<file path="config.mk">
export PLATFORM = sky130hd
export DESIGN_NAME = bpit_div
export DESIGN_NICKNAME = d
export VERILOG_FILES = /design/src/sv/bpit_pkg.sv /design/src/sv/bpit_div.sv
export SDC_FILE = /design/constraint.sdc
export NUM_CORES = 2
export LEC_CHECK = 0
export BUFFER_PORTS_ARGS = -buffer_cell sky130_fd_sc_hd__buf_2
export CORE_ASPECT_RATIO = 1.1
export CORE_MARGIN = 2
export CORE_UTILIZATION = 50
export CTS_CLUSTER_DIAMETER = 60
export DETAILED_ROUTE_END_ITERATION = 8
export GPL_TIMING_DRIVEN = 0
export PLACE_DENSITY = 0.65
export SLEW_MARGIN = 5
export SYNTH_ARGS = -nofsm -noshare
export SYNTH_HDL_FRONTEND = slang
export SYNTH_SLANG_ARGS = --single-unit
</file>
<file path="constraint.sdc">
create_clock -name clk -period 4.7 [get_ports clk]
set_input_delay 0.705 -clock clk [delete_from_list [all_inputs] [get_ports clk]]
set_output_delay 0.705 -clock clk [all_outputs]
set_load 0.1 [all_outputs]
</file>
<file path="src/sv/bpit_pkg.sv">
// Shared types and constants for the barycentric point-in-triangle block.
// Used by bpit_div, barycentric_point_in_triangle and the testbench; depends on nothing.
`timescale 1ns / 1ps

package bpit_pkg;

	// Fixed field widths.
	localparam int COORD_W = 16;
	localparam int WEIGHT_W = 16;

	// Default number of fraction bits in a weight.
	localparam int WEIGHT_FRAC_DEF = 14;

	// Width of a cross-product magnitude: |na| stays below 3 * 2^33.
	localparam int MAG_W = 36;

	// Quotient bits taken per weight: sixteen result bits and one rounding bit.
	localparam int QUO_BITS = WEIGHT_W + 1;

	// Depth of the weight divider: setup stage, one stage per quotient bit,
	// then the rounding and saturation stage.
	localparam int DIV_LAT = QUO_BITS + 2;

	// One input transaction: query point and the three triangle vertices.
	typedef struct packed {
		logic [COORD_W-1:0] point_u;
		logic [COORD_W-1:0] point_v;
		logic [COORD_W-1:0] vert_a_u;
		logic [COORD_W-1:0] vert_a_v;
		logic [COORD_W-1:0] vert_b_u;
		logic [COORD_W-1:0] vert_b_v;
		logic [COORD_W-1:0] vert_c_u;
		logic [COORD_W-1:0] vert_c_v;
	} pt_t;

	// One result transaction: three weights and two flags.
	typedef struct packed {
		logic signed [WEIGHT_W-1:0] weight_a;
		logic signed [WEIGHT_W-1:0] weight_b;
		logic signed [WEIGHT_W-1:0] weight_c;
		logic                       inside_res;
		logic                       degenerate;
	} wt_t;

endpackage

</file>
<file path="src/sv/bpit_div.sv">
// Pipelined restoring divider that turns one numerator magnitude and sign into a
// rounded, saturated signed weight. Depends on bpit_pkg.
`timescale 1ns / 1ps

module bpit_div #(
	parameter int WFRAC = bpit_pkg::WEIGHT_FRAC_DEF
) (
	input  logic                              clk,
	input  logic                              en,
	input  logic [bpit_pkg::MAG_W-1:0]        mag,
	input  logic [bpit_pkg::MAG_W-1:0]        den,
	input  logic                              neg,
	output logic signed [bpit_pkg::WEIGHT_W-1:0] weight
);

	localparam int QB = bpit_pkg::QUO_BITS;
	localparam int OW = bpit_pkg::WEIGHT_W;
	localparam int XW = bpit_pkg::MAG_W + QB + WFRAC + 1;
	localparam logic [QB:0] POS_MAX = (QB+1)'((2 ** (OW - 1)) - 1);
	localparam logic [QB:0] NEG_MAX = (QB+1)'(2 ** (OW - 1));

	// Per-stage state; index k holds the value after k quotient bits.
	logic [XW-1:0] rem_s [QB+1];
	logic [XW-1:0] den_s [QB+1];
	logic [QB-1:0] quo_s [QB+1];
	logic          ovf_s [QB+1];
	logic          neg_s [QB+1];

	logic [XW-1:0] num;
	logic [QB:0]   rnd;
	logic [OW-1:0] wsel;

	// Setup stage: scale the numerator by 2^(WFRAC+1) and flag a quotient that
	// does not fit in the taken bits.
	assign num = XW'(mag) << (WFRAC + 1);

	always_ff @(posedge clk) begin
		if (en) begin
			rem_s[0] <= num;
			den_s[0] <= XW'(den);
			quo_s[0] <= '0;
			ovf_s[0] <= num >= (XW'(den) << QB);
			neg_s[0] <= neg;
		end
	end

	// One quotient bit per stage, most significant first.
	for (genvar k = 1; k <= QB; k++) begin : g_bit
		localparam int SH = QB - k;
		logic [XW:0] trial;

		assign trial = {1'b0, rem_s[k-1]} - {1'b0, den_s[k-1] << SH};

		always_ff @(posedge clk) begin
			if (en) begin
				rem_s[k] <= trial[XW] ? rem_s[k-1] : trial[XW-1:0];
				den_s[k] <= den_s[k-1];
				quo_s[k] <= {quo_s[k-1][QB-2:0], ~trial[XW]};
				ovf_s[k] <= ovf_s[k-1];
				neg_s[k] <= neg_s[k-1];
			end
		end
	end

	// Round half away from zero: the quotient carries one extra bit.
	assign rnd = ({1'b0, quo_s[QB]} + (QB+1)'(1)) >> 1;

	// Saturate to the signed output range and apply the sign.
	always_comb begin
		if (neg_s[QB]) begin
			if (ovf_s[QB] || (rnd > NEG_MAX)) begin
				wsel = OW'(NEG_MAX);
			end else begin
				wsel = OW'(0) - rnd[OW-1:0];
			end
		end else begin
			if (ovf_s[QB] || (rnd > POS_MAX)) begin
				wsel = OW'(POS_MAX);
			end else begin
				wsel = rnd[OW-1:0];
			end
		end
	end

	// Output stage.
	always_ff @(posedge clk) begin
		if (en) begin
			weight <= $signed(wsel);
		end
	end

endmodule

</file>
==> results by group <==
Synth
  – Synth unique cells: 101
  – Yosys top cell by area: edfxtp_1
  – Post-synth EDFFs: 1806
  – Synthesized flop and latch total: 1806
  – Synthesized area: 0.104 sq mm
  – Top FF cell, synth: edfxtp_1
  – Post-synthesis area per instance: 10.7 sq um
  – Synthesized instance count: 9677
  – Synth area leaders: edfxtp_1 52%, ha_1 7.6%, xnor2_1 4.3%, a21oi_1 4.0%, xor2_1 3.0%
  – Post-synth top area share: 52.3%
  – Sequential fraction of the synthesis area: 52.3%
  – Ys Warns: 0
  – Async SR Flop Fraction: 0%

Global route
  – First-pass GRT wire length: 414000 um
  – Total track usage: 25.1%
  – Largest net degree at the start of global routing: 177
  – Initial antenna violation count: 2
  – Total grt overflow: 0
  – Number of global-route vias before repair: 77383

STA
  – Final Hold Viols: 0
  – Clock skew: 0.0537 ns
  – Period minus WS final: 4.64 ns
  – Setup TNS: 0 ns
  – Fmax: 0.216 GHz
  – Endpoints failing setup: 0
  – Max Slew Vio Count: 0
  – Relative slew margins: 14.9%
  – Final setup margin: 0.0604 ns
  – RSZ-0062 raised after global routing: false
  – Final hold slack: 0.242 ns
  – Final period utilization: 98.7%
  – Tightest Pin Transition: 1.26 ns

Clock tree
  – Reg clk slew, reported paths: 0.07 ns
  – CTS tree: yes
  – Clk_lat worst skew: 0.87 ns
  – CTS H-tree depth: 4
  – Clock sinks: 1806
  – CTS Root Cell: clkbuf_16
  – Maximum clock path buffer count: 3
  – CTS Buf Count: 200

Worst setup path
  – CP Launch Type: flip-flop
  – Critical path arrival: 5.23 ns
  – Critical-path cell list: inv_1, ha_1, a2111oi_0, o21ai_0, a32oi_1, nand2_1, a21oi_2, o21a_1, o211a_2, clkbuf_4, clkbuf_4, o21ai_0
  – Crit. End Element: flip-flop
  – WP buf/inv: 3
  – CP required: 5.29 ns
  – Crit path max fanout: 10
  – Cell family with most CP delay: compound AO/OA/AOI/OAI gates
  – CP max-delay cell: o211a_2
  – Setup Crit Path Kind: reg -> reg
  – Slowest cell delay on critical path: 0.50 ns

Routing
  – Vias/cell: 5.69
  – Iteration-0 DRC Markers: 4762
  – Post-Route WL: 266000 um
  – Remaining antenna violation count: 0
  – Vias: 73986
  – Average routed wire per standard cell: 20.5 um
  – # DRC: 0
  – Router iterations before antenna repair: 8

Layout
  – Share of layout cells above drive strength 1: 6.65%
  – Nets: 10796
  – Finished Cell Area: 0.116 sq mm
  – Fin cells: 12995
  – Area growth from synthesis to layout: 11.8%
  – Post-layout util: 56.1%

Worst hold path
  – Hold WC Path Type: in -> reg

Power
  – Static Leak: 45.0 nW
  – PD cells: 571 mW/mm^2
  – Final Power: 66.2 mW
  – Peak supply drop: 0.444 mV

Place
  – Routability cong.: 0.956
  – Area after DPL: 0.108 sq mm
  – Pre-CTS setup slack: -2.10 ns
  – IO Port Bufs: 90
  – Placed Cells: 12533
  – HPWL after DPL: 208000 um

Floorplanning
  – DIE WIDTH: 438 um
  – I/O Pins: 91
  – Die ar.: 0.211 sq mm
  – Placeable Area: 0.206 sq mm
  – Starting Density: 50.2%
  – Die Y: 482 um
  – Row count: 175

Run
  – # Max-Cap Violations: 0

Outcome
  – Status: finished clean
-- Yosys cell counts, types with 24 or more instances --
master and instances:
a31oi_1 73, or3_1 87, o21bai_1 76, nand2_1 755
o21ai_0 574, a21o_1 316, ha_1 633, a21oi_1 839
a211oi_1 70, xnor2_1 515, inv_1 807, nor3_1 186
and2_1 39, nand2b_1 97, nor2b_1 92, nand3_1 170
nand4_1 148, nand4b_1 25, a211o_1 28, a2111oi_0 24
o21a_1 100, and3_1 72, nand3b_1 28, nor4_1 103
nor2_1 701, clkbuf_1 268, or4_1 60, o211ai_1 34
o31ai_1 64, mux2_2 67, xor2_1 350, edfxtp_1 1806
or2_2 36, o31a_1 30
-- cell families after synthesis --
kind of cell             synth area share, %
AO/OA/AOI/OAI                           14.9
XOR/XNOR                                7.31
adder cells (fa/ha/maj)                 7.95
buffers and inverters                   4.08
flip-flops                              52.3
multiplexers                           0.847
other                                0.00362
AND/OR/NAND/NOR                         12.7
-- timing repair --
action | CTS | global route
setup buffers | 7 | 5
pin swaps | 3 | 1
hold endpoints to repair | 73 | 0
endpoints found under the setup margin | 590 | 294
resized for setup | 90 | 62
hold buffers | 73 | 0
-- cell usage in the layout (no fill, tap or decap), types with 201 or more instances in the layout --
master,instances
a21o_1,316
o21ai_0,564
nor2_1,698
clkbuf_16,201
xor2_1,350
ha_1,633
inv_1,806
xnor2_1,515
clkbuf_1,254
a21oi_1,831
nand2_1,754
edfxtp_1,1806
-- layout make-up --
class,instances,area [sq um]
fill,17262,90600
timing repair buffer,192,1710
buffer,299,1250
clock inverter,142,1490
tap,2743,3430
clock buffer,225,5120
inverter,811,3050
sequential,1806,54200
antenna,15,37.5
multi-input combinational,6762,45600
-- registers in the layout, summed over array words and instances, names as in the netlist --
name    count
den_s     612
neg_s      18
quo_s     153
weight     16
rem_s     989
ovf_s      18
-- where the power goes --
part	internal (mW)	switching (mW)	leakage, nW
Clock	8.86	6.65	3.16
Combinational	10.4	15.7	24.3
Sequential	22.5	2.00	17.5
Total	41.8	24.4	45.0
-- routing by layer --
| layer | wire (um) | up-vias | track usage (%) |
|---|---|---|---|
| met3 | 7610 | 858 | 2.74 |
| met4 | 22400 | 0 | 19.0 |
| met2 | 150000 | 1929 | 51.0 |
| met1 | 86200 | 34829 | 22.0 |
| met5 | 0 | - | 0 |
| li1 | - | 36370 | - |
-- final timing paths --
check,to,from,slack (ns),depth (start not counted)
hold reg to reg,quo_s[16][11],quo_s[15][10],0.41,0
setup reg to reg,rem_s[2][46],den_s[1][8],0.06,12
hold / removal,rem_s[1][67],en,0.24,1
setup / recovery,rem_s[2][46],den_s[1][8],0.06,12
-- worst register-to-register path, cell delays in order, from the launching register on --
cell       delay (ns)
edfxtp_1         0.36
inv_1            0.05
ha_1             0.38
a2111oi_0        0.45
o21ai_0          0.24
a32oi_1          0.33
nand2_1          0.19
a21oi_2          0.47
o21a_1           0.38
o211a_2          0.51
clkbuf_4         0.43
clkbuf_4         0.39
o21ai_0          0.18
No activity file was read; power rests on OpenSTA's default activity.
